$ cat src/rtl/tup_pkg.sv
// ----------------------------------------------------------------------------
// tup_pkg: shared types and constants of the text to unsigned parser
// Character codes, radix constants, parser phases and result status codes.
// ----------------------------------------------------------------------------
package tup_pkg;

   localparam int BASE_BITS  = 6;
   localparam int CHAR_BITS  = 8;
   localparam int DIGIT_BITS = 6;

   typedef logic [BASE_BITS-1:0]  base_type;
   typedef logic [CHAR_BITS-1:0]  char_type;
   typedef logic [DIGIT_BITS-1:0] digit_type;

   localparam base_type BASE_AUTO    = 6'd0;
   localparam base_type BASE_UNARY   = 6'd1;
   localparam base_type BASE_OCTAL   = 6'd8;
   localparam base_type BASE_DECIMAL = 6'd10;
   localparam base_type BASE_HEX     = 6'd16;
   localparam base_type BASE_MAX     = 6'd36;
   localparam base_type BASE_RESET   = 6'd10;

   // digit code for a character that is no letter or decimal digit
   localparam digit_type DIGIT_NONE = 6'd36;

   localparam char_type CHAR_SPACE   = 8'h20;
   localparam char_type CHAR_TAB     = 8'h09;
   localparam char_type CHAR_NEWLINE = 8'h0A;
   localparam char_type CHAR_PLUS    = 8'h2B;
   localparam char_type CHAR_MINUS   = 8'h2D;
   localparam char_type CHAR_ZERO    = 8'h30;
   localparam char_type CHAR_NINE    = 8'h39;
   localparam char_type CHAR_LOWER_A = 8'h61;
   localparam char_type CHAR_LOWER_X = 8'h78;
   localparam char_type CHAR_LOWER_Z = 8'h7A;
   localparam char_type CHAR_UPPER_A = 8'h41;
   localparam char_type CHAR_UPPER_X = 8'h58;
   localparam char_type CHAR_UPPER_Z = 8'h5A;

   typedef enum logic [2:0] {
      PHASE_IDLE,
      PHASE_LEAD,
      PHASE_SIGNED,
      PHASE_ZERO,
      PHASE_X,
      PHASE_DIGITS
   } phase_type;

   typedef enum logic [1:0] {
      STATUS_OK,
      STATUS_OVERFLOW,
      STATUS_NO_DIGITS,
      STATUS_BAD_BASE
   } status_type;

   // digit value of a character, DIGIT_NONE when it is not alphanumeric
   function automatic digit_type digit_of(input char_type c);
      char_type d;
      begin
         d = {{(CHAR_BITS-DIGIT_BITS){1'b0}}, DIGIT_NONE};
         if (c >= CHAR_ZERO && c <= CHAR_NINE) begin
            d = c - CHAR_ZERO;
         end else if (c >= CHAR_LOWER_A && c <= CHAR_LOWER_Z) begin
            d = c - CHAR_LOWER_A + 8'd10;
         end else if (c >= CHAR_UPPER_A && c <= CHAR_UPPER_Z) begin
            d = c - CHAR_UPPER_A + 8'd10;
         end
         return d[DIGIT_BITS-1:0];
      end
   endfunction

endpackage

$ cat src/rtl/tup_if.sv
// ----------------------------------------------------------------------------
// tup_if: request and response channels of the text to unsigned parser
// Valid/ready channels; an item moves when valid and ready are both high.
// ----------------------------------------------------------------------------
interface tup_req_if;
   logic                valid;
   logic                ready;
   tup_pkg::char_type   character;
   logic                first_char;

   modport source (output valid, output character, output first_char, input ready);
   modport sink   (input valid, input character, input first_char, output ready);
endinterface

interface tup_rsp_if #(
   parameter int VALUE_BITS = 32,
   parameter int COUNT_BITS = 16
);
   logic                   valid;
   logic                   ready;
   logic [VALUE_BITS-1:0]  value;
   logic [COUNT_BITS-1:0]  consumed;
   tup_pkg::status_type    status;

   modport source (output valid, output value, output consumed, output status, input ready);
   modport sink   (input valid, input value, input consumed, input status, output ready);
endinterface

$ cat src/rtl/text_to_unsigned_parser_core.sv
// ----------------------------------------------------------------------------
// text_to_unsigned_parser_core: streaming string to unsigned converter
// Parses text one character per request and returns one result per text.
// ----------------------------------------------------------------------------
// Each request carries one character; first_char marks the start of a text and
// drops any text still open. The parser skips space, tab and newline, takes one
// optional sign, honors a 0x prefix in base 0 or 16 only when a hex digit
// follows, and accumulates digits up to base 36. The first non-digit (NUL
// included) closes the text with one response: value (negated modulo
// 2^VALUE_BITS after a minus, all ones on overflow), consumed (saturating at
// 2^COUNT_BITS-1, zero when no digit was seen) and status. A base of 1 or above
// 36 answers the first character at once with status invalid base. The base
// register is sampled on the first character of each text. Throughput is one
// character per clock while no closing character waits on a stalled response:
// the request register feeds one multiply-accumulate (value times a 6-bit base
// plus digit) and the state update in the same cycle, which loads the result
// into the output register. A waiting response holds in the output register
// while further characters keep stepping through the request register; only
// a character that closes another text waits for the response slot to drain.
// ----------------------------------------------------------------------------
module text_to_unsigned_parser_core #(
   parameter int VALUE_BITS = 32,
   parameter int COUNT_BITS = 16
) (
   input  logic                 clock,
   input  logic                 reset,
   tup_req_if.sink              req_ch,
   tup_rsp_if.source            rsp_ch,
   input  logic                 csr_write_en,
   input  tup_pkg::base_type    csr_write_data
);

   // base register
   tup_pkg::base_type       number_base_ff;

   // request register
   logic                    in_valid_ff, in_valid_in;
   tup_pkg::char_type       in_char_ff;
   logic                    in_first_ff;

   // response register
   logic                    out_valid_ff, out_valid_in;
   logic [VALUE_BITS-1:0]   out_value_ff;
   logic [COUNT_BITS-1:0]   out_consumed_ff;
   tup_pkg::status_type     out_status_ff;

   logic                    req_take;
   logic                    advance;
   logic                    hit;
   logic [VALUE_BITS-1:0]   hit_value;
   logic [COUNT_BITS-1:0]   hit_consumed;
   tup_pkg::status_type     hit_status;

   // step the held character unless it closes a text while the response slot is stalled
   assign advance      = in_valid_ff && (!hit || !out_valid_ff || rsp_ch.ready);
   assign req_ch.ready = !in_valid_ff || advance;
   assign req_take     = req_ch.valid && req_ch.ready;

   assign in_valid_in  = req_take ? 1'b1 : (advance ? 1'b0 : in_valid_ff);
   assign out_valid_in = (advance && hit) ? 1'b1 : (rsp_ch.ready ? 1'b0 : out_valid_ff);

   always_ff @(posedge clock) begin
      if (reset) begin
         number_base_ff <= tup_pkg::BASE_RESET;
      end else if (csr_write_en) begin
         number_base_ff <= csr_write_data;
      end
   end

   always_ff @(posedge clock) begin
      if (reset) begin
         in_valid_ff <= 1'b0;
      end else begin
         in_valid_ff <= in_valid_in;
      end
   end

   // capture the payload only on a new request
   always_ff @(posedge clock) begin
      if (req_take) begin
         in_char_ff  <= req_ch.character;
         in_first_ff <= req_ch.first_char;
      end
   end

   tup_parse #(
      .VALUE_BITS (VALUE_BITS),
      .COUNT_BITS (COUNT_BITS)
   ) u_parse (
      .clock        (clock),
      .reset        (reset),
      .step_en      (advance),
      .character    (in_char_ff),
      .first_char   (in_first_ff),
      .cfg_base     (number_base_ff),
      .hit          (hit),
      .hit_value    (hit_value),
      .hit_consumed (hit_consumed),
      .hit_status   (hit_status)
   );

   always_ff @(posedge clock) begin
      if (reset) begin
         out_valid_ff <= 1'b0;
      end else begin
         out_valid_ff <= out_valid_in;
      end
   end

   // load a finished result; hold while the sink stalls
   always_ff @(posedge clock) begin
      if (advance && hit) begin
         out_value_ff    <= hit_value;
         out_consumed_ff <= hit_consumed;
         out_status_ff   <= hit_status;
      end
   end

   assign rsp_ch.valid    = out_valid_ff;
   assign rsp_ch.value    = out_value_ff;
   assign rsp_ch.consumed = out_consumed_ff;
   assign rsp_ch.status   = out_status_ff;

endmodule

$ cat src/rtl/tup_mac.sv
// ----------------------------------------------------------------------------
// tup_mac: digit multiply-accumulate with overflow detect
// Forms acc * base + digit at full width and flags a carry out of the value.
// ----------------------------------------------------------------------------
module tup_mac #(
   parameter int VALUE_BITS = 32
) (
   input  logic [VALUE_BITS-1:0]   acc,
   input  tup_pkg::base_type       base,
   input  tup_pkg::digit_type      digit,
   output logic                    is_digit,
   output logic [VALUE_BITS-1:0]   sum,
   output logic                    overflow
);

   localparam int PROD_BITS = VALUE_BITS + tup_pkg::BASE_BITS;
   localparam int SUM_BITS  = PROD_BITS + 1;

   logic [PROD_BITS-1:0] product;
   logic [SUM_BITS-1:0]  full_sum;

   assign is_digit = (base >= 6'd2) && (digit < base);
   assign product  = acc * base;
   assign full_sum = {1'b0, product} + {{(SUM_BITS-tup_pkg::DIGIT_BITS){1'b0}}, digit};
   assign sum      = full_sum[VALUE_BITS-1:0];
   assign overflow = |full_sum[SUM_BITS-1:VALUE_BITS];

endmodule

$ cat src/rtl/tup_parse.sv
// ----------------------------------------------------------------------------
// tup_parse: per-character parser state and next-state logic
// Holds the open text's state and steps it by one character per strobe.
// ----------------------------------------------------------------------------
module tup_parse #(
   parameter int VALUE_BITS = 32,
   parameter int COUNT_BITS = 16
) (
   input  logic                    clock,
   input  logic                    reset,
   input  logic                    step_en,
   input  tup_pkg::char_type       character,
   input  logic                    first_char,
   input  tup_pkg::base_type       cfg_base,
   output logic                    hit,
   output logic [VALUE_BITS-1:0]   hit_value,
   output logic [COUNT_BITS-1:0]   hit_consumed,
   output tup_pkg::status_type     hit_status
);

   tup_pkg::phase_type      phase_ff, phase_in, cur_phase;
   logic [VALUE_BITS-1:0]   acc_ff, acc_in, cur_acc;
   tup_pkg::base_type       base_ff, base_in, cur_base, eff_base;
   logic                    minus_ff, minus_in, cur_minus;
   logic                    ovf_ff, ovf_in, cur_ovf;
   logic                    seen_ff, seen_in, cur_seen;
   logic [COUNT_BITS-1:0]   count_ff, count_in, cur_count, count_inc;
   logic [COUNT_BITS-1:0]   mark_ff, mark_in, cur_mark;

   logic                    bad_base;
   logic                    is_zero_char;
   tup_pkg::digit_type      digit;
   logic                    mac_is_digit;
   logic [VALUE_BITS-1:0]   mac_sum;
   logic                    mac_overflow;

   assign bad_base = (cfg_base == tup_pkg::BASE_UNARY) || (cfg_base > tup_pkg::BASE_MAX);

   // a new text starts from cleared state with the base sampled now
   assign cur_phase = first_char ? (bad_base ? tup_pkg::PHASE_IDLE : tup_pkg::PHASE_LEAD)
                                 : phase_ff;
   assign cur_acc   = first_char ? '0 : acc_ff;
   assign cur_base  = first_char ? cfg_base : base_ff;
   assign cur_minus = first_char ? 1'b0 : minus_ff;
   assign cur_ovf   = first_char ? 1'b0 : ovf_ff;
   assign cur_seen  = first_char ? 1'b0 : seen_ff;
   assign cur_count = first_char ? '0 : count_ff;
   assign cur_mark  = first_char ? '0 : mark_ff;

   assign count_inc    = (cur_count == {COUNT_BITS{1'b1}}) ? cur_count
                                                           : cur_count + 1'b1;
   assign is_zero_char = (character == tup_pkg::CHAR_ZERO);
   assign digit        = tup_pkg::digit_of(character);

   always_comb begin
      if (cur_phase == tup_pkg::PHASE_X) begin
         eff_base = tup_pkg::BASE_HEX;
      end else if (cur_base == tup_pkg::BASE_AUTO) begin
         eff_base = is_zero_char ? tup_pkg::BASE_OCTAL : tup_pkg::BASE_DECIMAL;
      end else begin
         eff_base = cur_base;
      end
   end

   tup_mac #(.VALUE_BITS(VALUE_BITS)) u_mac (
      .acc      (cur_acc),
      .base     (eff_base),
      .digit    (digit),
      .is_digit (mac_is_digit),
      .sum      (mac_sum),
      .overflow (mac_overflow)
   );

   always_comb begin
      logic start;
      logic prefix;
      logic do_take;
      logic do_finish;
      logic use_mark;

      phase_in     = cur_phase;
      acc_in       = cur_acc;
      base_in      = cur_base;
      minus_in     = cur_minus;
      ovf_in       = cur_ovf;
      seen_in      = cur_seen;
      count_in     = cur_count;
      mark_in      = cur_mark;
      hit          = 1'b0;
      hit_value    = '0;
      hit_consumed = '0;
      hit_status   = tup_pkg::STATUS_OK;
      start        = 1'b0;
      do_take      = 1'b0;
      do_finish    = 1'b0;
      use_mark     = 1'b0;
      prefix       = ((cur_base == tup_pkg::BASE_AUTO) || (cur_base == tup_pkg::BASE_HEX))
                     && is_zero_char;

      case (cur_phase)
         tup_pkg::PHASE_LEAD: begin
            if (character == tup_pkg::CHAR_SPACE || character == tup_pkg::CHAR_TAB ||
                character == tup_pkg::CHAR_NEWLINE) begin
               count_in = count_inc;
            end else if (character == tup_pkg::CHAR_PLUS ||
                         character == tup_pkg::CHAR_MINUS) begin
               minus_in = (character == tup_pkg::CHAR_MINUS);
               count_in = count_inc;
               phase_in = tup_pkg::PHASE_SIGNED;
            end else begin
               start = 1'b1;
            end
         end
         tup_pkg::PHASE_SIGNED: begin
            start = 1'b1;
         end
         tup_pkg::PHASE_ZERO: begin
            if (character == tup_pkg::CHAR_LOWER_X || character == tup_pkg::CHAR_UPPER_X) begin
               count_in = count_inc;
               phase_in = tup_pkg::PHASE_X;
            end else begin
               do_take = 1'b1;
            end
         end
         tup_pkg::PHASE_X: begin
            // a hex digit after the prefix goes on; with none, the number is the lone zero
            do_take  = 1'b1;
            use_mark = 1'b1;
         end
         tup_pkg::PHASE_DIGITS: begin
            do_take = 1'b1;
         end
         default: begin
         end
      endcase

      if (start) begin
         base_in = eff_base;
         do_take = 1'b1;
      end

      if (do_take) begin
         if (mac_is_digit) begin
            base_in  = eff_base;
            seen_in  = 1'b1;
            count_in = count_inc;
            if (mac_overflow) begin
               ovf_in = 1'b1;
            end else begin
               acc_in = mac_sum;
            end
            if (start && prefix) begin
               mark_in  = count_inc;
               phase_in = tup_pkg::PHASE_ZERO;
            end else begin
               phase_in = tup_pkg::PHASE_DIGITS;
            end
         end else begin
            do_finish = 1'b1;
         end
      end

      if (do_finish) begin
         hit      = 1'b1;
         phase_in = tup_pkg::PHASE_IDLE;
         if (!cur_seen) begin
            hit_status = tup_pkg::STATUS_NO_DIGITS;
         end else if (cur_ovf) begin
            hit_value    = {VALUE_BITS{1'b1}};
            hit_consumed = use_mark ? cur_mark : cur_count;
            hit_status   = tup_pkg::STATUS_OVERFLOW;
         end else begin
            hit_value    = cur_minus ? (~cur_acc + 1'b1) : cur_acc;
            hit_consumed = use_mark ? cur_mark : cur_count;
            hit_status   = tup_pkg::STATUS_OK;
         end
      end

      if (first_char && bad_base) begin
         hit        = 1'b1;
         hit_status = tup_pkg::STATUS_BAD_BASE;
      end
   end

   always_ff @(posedge clock) begin
      if (reset) begin
         phase_ff <= tup_pkg::PHASE_IDLE;
         acc_ff   <= '0;
         base_ff  <= tup_pkg::BASE_AUTO;
         minus_ff <= 1'b0;
         ovf_ff   <= 1'b0;
         seen_ff  <= 1'b0;
         count_ff <= '0;
         mark_ff  <= '0;
      end else if (step_en) begin
         phase_ff <= phase_in;
         acc_ff   <= acc_in;
         base_ff  <= base_in;
         minus_ff <= minus_in;
         ovf_ff   <= ovf_in;
         seen_ff  <= seen_in;
         count_ff <= count_in;
         mark_ff  <= mark_in;
      end
   end

endmodule

$ cat src/flat_wrapper.sv
// flat-port wrapper written by rule: the top's interface ports become plain ports
module text_to_unsigned_parser_core_flat 
#(
   parameter int VALUE_BITS = 32,
   parameter int COUNT_BITS = 16
)
  (clock, reset, csr_write_en, csr_write_data, req_ch_valid, req_ch_character, req_ch_first_char, req_ch_ready, rsp_ch_valid, rsp_ch_value, rsp_ch_consumed, rsp_ch_status, rsp_ch_ready);
  tup_req_if req_ch_i ();
  tup_rsp_if #(.VALUE_BITS(VALUE_BITS), .COUNT_BITS(COUNT_BITS)) rsp_ch_i ();
  input  logic clock;
  input  logic reset;
  input  logic csr_write_en;
  input  tup_pkg::base_type csr_write_data;
  input wire logic [$bits(req_ch_i.valid)-1:0] req_ch_valid;
  input wire logic [$bits(req_ch_i.character)-1:0] req_ch_character;
  input wire logic [$bits(req_ch_i.first_char)-1:0] req_ch_first_char;
  output wire logic [$bits(req_ch_i.ready)-1:0] req_ch_ready;
  output wire logic [$bits(rsp_ch_i.valid)-1:0] rsp_ch_valid;
  output wire logic [$bits(rsp_ch_i.value)-1:0] rsp_ch_value;
  output wire logic [$bits(rsp_ch_i.consumed)-1:0] rsp_ch_consumed;
  output wire logic [$bits(rsp_ch_i.status)-1:0] rsp_ch_status;
  input wire logic [$bits(rsp_ch_i.ready)-1:0] rsp_ch_ready;
  assign req_ch_i.valid = req_ch_valid;
  assign req_ch_i.character = req_ch_character;
  assign req_ch_i.first_char = req_ch_first_char;
  assign req_ch_ready = req_ch_i.ready;
  assign rsp_ch_valid = rsp_ch_i.valid;
  assign rsp_ch_value = rsp_ch_i.value;
  assign rsp_ch_consumed = rsp_ch_i.consumed;
  assign rsp_ch_status = rsp_ch_i.status;
  assign rsp_ch_i.ready = rsp_ch_ready;
  text_to_unsigned_parser_core #(.VALUE_BITS(VALUE_BITS), .COUNT_BITS(COUNT_BITS)) u_core (.clock(clock), .reset(reset), .req_ch(req_ch_i), .rsp_ch(rsp_ch_i), .csr_write_en(csr_write_en), .csr_write_data(csr_write_data));
endmodule
$ cat config.mk
export PLATFORM = sky130hd
export DESIGN_NAME = text_to_unsigned_parser_core_flat
export DESIGN_NICKNAME = d
export VERILOG_FILES = /design/src/rtl/tup_pkg.sv /design/src/rtl/tup_if.sv /design/src/rtl/text_to_unsigned_parser_core.sv /design/src/rtl/tup_mac.sv /design/src/rtl/tup_parse.sv /design/src/flat_wrapper.sv
export SDC_FILE = /design/constraint.sdc
export NUM_CORES = 1
export LEC_CHECK = 0
export BUFFER_PORTS_ARGS = -buffer_cell sky130_fd_sc_hd__buf_2
export CORE_MARGIN = 5
export CORE_UTILIZATION = 45
export CTS_BUF_LIST = sky130_fd_sc_hd__clkbuf_4
export CTS_CLUSTER_SIZE = 20
export DETAILED_ROUTE_END_ITERATION = 8
export SETUP_SLACK_MARGIN = 0.5
export SYNTH_ARGS = -nofsm -noshare
export SYNTH_HDL_FRONTEND = slang
export SYNTH_HIERARCHICAL = 1
export SYNTH_SLANG_ARGS = --single-unit
export TNS_END_PERCENT = 20
$ cat constraint.sdc
create_clock -name clock -period 21.3 [get_ports clock]
set_input_delay 2.13 -clock clock [delete_from_list [all_inputs] [get_ports clock]]
set_output_delay 2.13 -clock clock [all_outputs]
set_load 0.01 [all_outputs]
After elaboration in Yosys (flattened, before gate mapping)
Index checks and enable logic that the tools add are counted.
Cells by class
  $add $sub $neg: 8
  multiply operators: 1
  magnitude comparators: 9
  equal/unequal tests: 16
  mux-type cells: 68
  bitwise logic cells: 1
  reductions and logical operators: 28
Operators with widths (number)
  two-way mux 16 bit: 12
  two-way mux 32 bit: 6
  two-way mux 6 bit: 9
  adder 38 x 6 -> 39 bit: 1
  multiplier 32 x 6 -> 38 bit: 1
  adder 32 x 1 -> 32 bit (second input constant): 1
  equality test 8 x 6 -> 1 bit (second input constant): 4
  inverter 32 bit: 1
  case mux 16 bit (2 select lines): 1
  two-way mux 1 bit: 26
  two-way mux 3 bit: 8
  adder 16 x 1 -> 16 bit (second input constant): 1
  equality test 16 bit (second input constant): 1
  equality test 8 x 4 -> 1 bit (second input constant): 2
  equality test 8 x 7 -> 1 bit (second input constant): 2
  greater-or-equal comparator 8 x 7 -> 1 bit (second input constant): 2
  <= comparator 8 x 7 -> 1 bit (second input constant): 2
  adder 6 x 4 -> 6 bit (second input constant): 2
  subtractor 6 bit (second input constant): 2
  logical AND 1 bit: 10
  logical OR 1 bit: 9
  greater-or-equal comparator 8 x 6 -> 1 bit (second input constant): 1
  <= comparator 8 x 6 -> 1 bit (second input constant): 1
  OR reduction 7 bit: 1
  other kinds (17): 25
Storage, ports and cells
  register bits: 143
  input port bits: 20
  output and inout port bits: 52
  logic and storage cells: 147

Longest topological paths before layout
  depth in word-level cells: 19
  gate-level depth with buffers: 33
  gate-level depth less buffers: 26

Cells and area by module
The synthesis kept the hierarchy.
Modules (own cells, without submodules)
  tup_mac: times used 1, cells each 729, area an instance 6657.6 um^2, sequential area each 0.0 um^2
  tup_parse: times used 1, cells each 788, area an instance 6165.9 um^2, sequential area each 1521.5 um^2
  text_to_unsigned_parser_core: times used 1, cells each 91, area an instance 2100.8 um^2, sequential area each 1931.9 um^2

Worst setup path after synthesis
Ideal clock, no wire load.
  path kind: register to register
  start: register u_core.in_first_ff
  end: register u_core.u_parse.acc_ff[10]
  library setup time: 0.117 ns
  arrival time: 6.813 ns
  data required time: 21.183 ns
  setup slack: 14.370 ns
  stages on the path, launching flop included: 31
  path buffers: 9
  period minus slack after synthesis: 6.930 ns
  cells stage by stage: edfxtp_1 -> buf_2 -> buf_6 -> buf_2 -> buf_2 -> buf_2 -> buf_1 -> mux2i_1 -> nor2_1 -> clkbuf_1 -> nand2_1 -> fa_1 -> fa_1 -> inv_1 -> fa_1 -> fa_1 -> ha_1 -> o211ai_1 -> o21a_4 -> a211oi_2 -> nor3_2 -> o21ai_2 -> a21oi_1 -> o31ai_1 -> mux2_1 -> nand4_1 -> nor2_1 -> and3b_1 -> buf_2 -> buf_6 -> a22o_1
Between the ends
  elaborated cells on any way between the ends: 33
  classes of those cells: add/sub: 1; mul: 1; order compare: 2; eq/ne: 5; mux: 15; reduce/logical: 9
RTL lines
  start, declared: RTL line text_to_unsigned_parser_core.sv:39  | logic in_first_ff;
  start signal, assigned: RTL line text_to_unsigned_parser_core.sv:82  | in_first_ff <= req_ch.first_char;
  two-way mux 6 bit: RTL line tup_parse.sv:43  | assign cur_base = first_char ? cfg_base : base_ff;
  zero test 6 bit: RTL line tup_parse.sv:58  | end else if (cur_base == tup_pkg::BASE_AUTO) begin
  two-way mux 6 bit: RTL line tup_parse.sv:58
  two-way mux 6 bit (*): RTL line tup_parse.sv:56  | if (cur_phase == tup_pkg::PHASE_X) begin
  named net u_core.u_parse.eff_base[5]: RTL line tup_parse.sv:23  | tup_pkg::base_type base_ff, base_in, cur_base, eff_base;
  multiplier 32 x 6 -> 38 bit (*): RTL line tup_mac.sv:23  | assign product = acc * base;
  adder 38 x 6 -> 39 bit (*): RTL line tup_mac.sv:24  | assign full_sum = {1'b0, product} + {{(SUM_BITS-tup_pkg::DIGIT_BITS){1'b0}}, digit};
  OR reduction 7 bit (*): RTL line tup_mac.sv:26  | assign overflow = |full_sum[SUM_BITS-1:VALUE_BITS];
  named net u_core.u_parse.mac_overflow: RTL line tup_parse.sv:35  | logic mac_overflow;
  two-way mux 32 bit (*): RTL line tup_parse.sv:147  | if (mac_overflow) begin
  two-way mux 32 bit (*): RTL line tup_parse.sv:143  | if (mac_is_digit) begin
  two-way mux 32 bit (*): RTL line tup_parse.sv:142  | if (do_take) begin
  end signal, assigned: RTL line tup_parse.sv:197  | acc_ff <= acc_in;
  end, declared: RTL line tup_parse.sv:22  | logic [VALUE_BITS-1:0] acc_ff, acc_in, cur_acc;
Mark *: on every way through the listed nets, which the timed path passes. The rest lies on a longest branch.
A chain may end at the register's enable or synchronous reset.

Final worst setup path
  start: register u_core.in_first_ff
  end: register u_core.u_parse.acc_ff[2]
The elaborated chain is that of the path after synthesis.

==> results.py <==
metrics = {
    "logic_synthesis": {
        "synth_seq_cells": 143,
        "yosys-top-cells-count": "and2_1, a21oi_1, fa_1, nand2_1, ha_1",
        "synth_xor_area_share_pct": 4.11,
        "yosysMostFrequentCell": "and2_1",
        "syn_avg_cell_area_um2": 9.28,
        "netlist_top_cells_area": "fa_1, edfxtp_1, dfxtp_1",
        "synth_top_area_share_pct": 16.6,
        "ys.warnings.count": 6,
        "synthArstFlopShare_pct": 0,
        "synth_nets": 1853,
        "synth_cell_types": 100,
        "seq_area_frac_synth_pct": 23.1,
        "synth_area_leader_cell": "fa_1",
        "synth-simple-area-share_pct": 23.3,
        "synth_edf_count": 59,
        "synth_mux_area_share_pct": 1.66,
        "syn_inst": 1608,
        "synth-main-ff-cell": "dfxtp_1",
        "synth_area_um2": 14900,
        "synth-compound-area-share_pct": 17.4,
        "synth_top_family_by_area": "adder cells",
        "synth_fa_ha_area_share_pct": 25.1,
    },
    "clock_network": {
        "post_cts_resized": 0,
        "clkTransAtPathRegs_ns": 0.14,
        "postCtsHoldBufs": 0,
        "root_buffer": "clkbuf_4",
        "postCtsSetupBuffers": 0,
        "htree_levels": 4,
        "tritoncts": "yes",
        "clk_latency_ns": 0.60,
        "clock-sinks": 143,
        "clockBufferDepth": 2,
        "cts_buffers": 17,
    },
    "global_route": {
        "grt_max_degree": 60,
        "grt_pass1_vias": 11600,
        "grt_overflow": 0,
        "grt_pass1_wl_um": 63200,
        "antenna_found_initial": 2,
        "grt_usage_pct": 21.3,
    },
    "place": {
        "hpwl_um": 28600,
        "placedInstanceArea_um2": 15400,
        "place_ws_ns": 12.87,
        "portBuffers": 71,
        "placed_cells": 2037,
        "gp_congestion": 0.894,
    },
    "power_and_ir_drop": {
        "ir_worst_vdd_v": 0.0000320,
        "p_seq_share_pct": 53.0,
        "pwr-share-clk_pct": 33.7,
        "internal_power_uw": 396,
        "pwr_density_cell_nw_per_um2": 35.7,
        "total_leakage_power_uw": 0.00706,
        "p_sw_share_pct": 29.4,
        "pwr-share-comb_pct": 13.3,
        "power_switching_uw": 165,
    },
    "floorplanning": {
        "initial_utilization_pct": 45.8,
        "die-area_um2": 36900,
        "die_x_um": 192,
        "core_area_um2": 32600,
        "chipHeight_um": 192,
        "pin_count": 72,
        "row_count": 66,
    },
    "finish": {
        "final_area_um2": 15700,
        "fin_cells": 2070,
        "drive_gt1_share_pct": 12.2,
        "syn2layout_area_growth_pct": 5.37,
        "fillers": 3108,
        "nets": 1859,
    },
    "sta": {
        "max_slew_margin_pct": 22.7,
        "postLayoutSetupSlackWorst_ns": 12.76,
        "rsz0062_at_grt": "false",
        "max_freq_mhz": 117,
        "slew_viol_final": 0,
        "fin_crit_sh_pct": 40.1,
        "final.setup.tns_ns": 0,
        "skew_ns": 0.0262,
        "whs_ns": 0.468,
        "worst_pin_slew_ns": 1.16,
        "min_period_ns": 8.54,
        "finalHoldViolCount": 0,
        "setup_viol": 0,
    },
    "routing": {
        "drtAntennaViolNets": 0,
        "vias": 11900,
        "route.detailed.drc": 0,
        "vias_per_cell": 5.74,
        "first_iter_violations": 819,
        "dr.pass1.iters": 6,
        "routed_wirelength_um": 39000,
        "wl_per_cell_um": 18.8,
    },
    "setup_path": {
        "critPathMaxFanout": 58,
        "worstSetupEndpointType": "register",
        "arrival_ns": 9.08,
        "cp-start-kind": "register",
        "required_ns": 21.85,
        "path_class": "reg2reg",
    },
    "status": {
        "status": "complete, no violations",
    },
    "job": {
        "maxCapViolations": 0,
    },
    "worst_hold_path": {
        "min_path_type": "reg2reg",
    },
}
## metal layers
metal  vias up  track usage [%]  share of wire [%]
li1       5688                -                  -
met1      5850             30.4                 47
met2       303             33.8                 45
met3        49             3.25                5.4
met4         0             6.03                2.2
met5         -                0                  0
## cell type report
type	instances	area, um^2	share of cell area (%)
Inverter	62	233	1.48
Multi-Input combinational cell	1303	10700	68.1
Tap cell	442	553	3.52
Sequential cell	143	3450	22.0
Clock buffer	18	135	0.859
Timing Repair Buffer	87	475	3.02
Clock inverter	14	164	1.04
Antenna cell	1	2.50	0.0159
## per-stage QoR
| stage | utilization, % | total power, uW |
|---|---|---|
| floorplan | - | 352 |
| global placement | 47.3 | 375 |
| detailed placement | 47.3 | 376 |
| CTS | 48.2 | 565 |
| global route | 48.2 | 585 |
| finish | 48.2 | 561 |
## final timing paths
path,startpoint,to,slack [ns],cells past startpoint
worst max-delay path,u_core/in_first_ff,u_core/u_parse/acc_ff[2],12.76,23
worst min-delay path,u_core/u_parse/mark_ff[12],u_core/u_parse/mark_ff[12],0.47,2
worst max register to register,u_core/in_first_ff,u_core/u_parse/acc_ff[2],12.76,23
worst min register to register,u_core/u_parse/mark_ff[12],u_core/u_parse/mark_ff[12],0.47,2
## flip-flops by register name, summed over array words and instances (netlist names), 2 cells and up
signal / cells
u_core/rsp_ch.value: 32
u_core/u_parse/count_ff: 16
u_core/u_parse/mark_ff: 16
u_core/u_parse/phase_ff: 3
u_core/rsp_ch.status: 2
u_core/number_base_ff: 6
u_core/u_parse/base_ff: 6
u_core/in_char_ff: 8
u_core/u_parse/acc_ff: 32
u_core/rsp_ch.consumed: 16
## critical path: stages (launching register included)
cell	delay [ns]
edfxtp_1	0.34
buf_4	0.35
buf_4	0.61
nor2_1	0.20
o21ai_4	0.86
nand2_1	0.17
fa_1	0.54
fa_1	0.55
inv_1	0.05
fa_1	0.56
fa_1	0.42
ha_1	0.37
nand3_1	0.10
o211ai_1	0.41
a211oi_1	0.16
a211oi_2	0.41
a31oi_1	0.20
nor3_1	0.21
nor2_1	0.07
xor2_1	0.18
nand4_1	0.30
nor2_1	0.21
and3b_1	0.94
a22o_1	0.25
## power groups by stage
stage          clock network, uW  registers [uW]  logic, uW
2_1_floorplan                  0             303       49.3
4_1_cts                      194             297       73.5
6_report                     189             297       74.7
5_1_grt                      206             298       80.8
3_3_place_gp                   0             303       72.2
3_5_place_dp                   0             303       73.3
## cells by family after synthesis
logic type	count (synthesis)
multiplexers	23
XOR/XNOR	70
buffers and inverters	162
adder cells (fa/ha/maj)	225
AND/OR/NAND/NOR	603
AO/OA/AOI/OAI	382
flip-flops	143
## layout by cell type (no fill, tap or decap), types with 16 or more instances in the layout
master | synthesis | routed
fa_1 | 124 | 124
nor3_1 | 20 | 20
buf_2 | 21 | 71
a22o_1 | 33 | 33
xnor2_1 | 29 | 29
o211ai_1 | 23 | 23
a21oi_1 | 124 | 124
inv_1 | 62 | 62
dfxtp_1 | 84 | 84
ha_1 | 101 | 101
nand3_1 | 40 | 40
nor2b_1 | 45 | 45
nor2_1 | 65 | 62
nand4_1 | 19 | 19
a21o_1 | 21 | 21
edfxtp_1 | 59 | 59
clkbuf_4 | 0 | 18
o21ai_0 | 56 | 55
xor2_1 | 41 | 41
and2_1 | 185 | 185
nand2_1 | 123 | 123
buf_4 | 9 | 16
No activity file was read; power rests on OpenSTA's default activity.
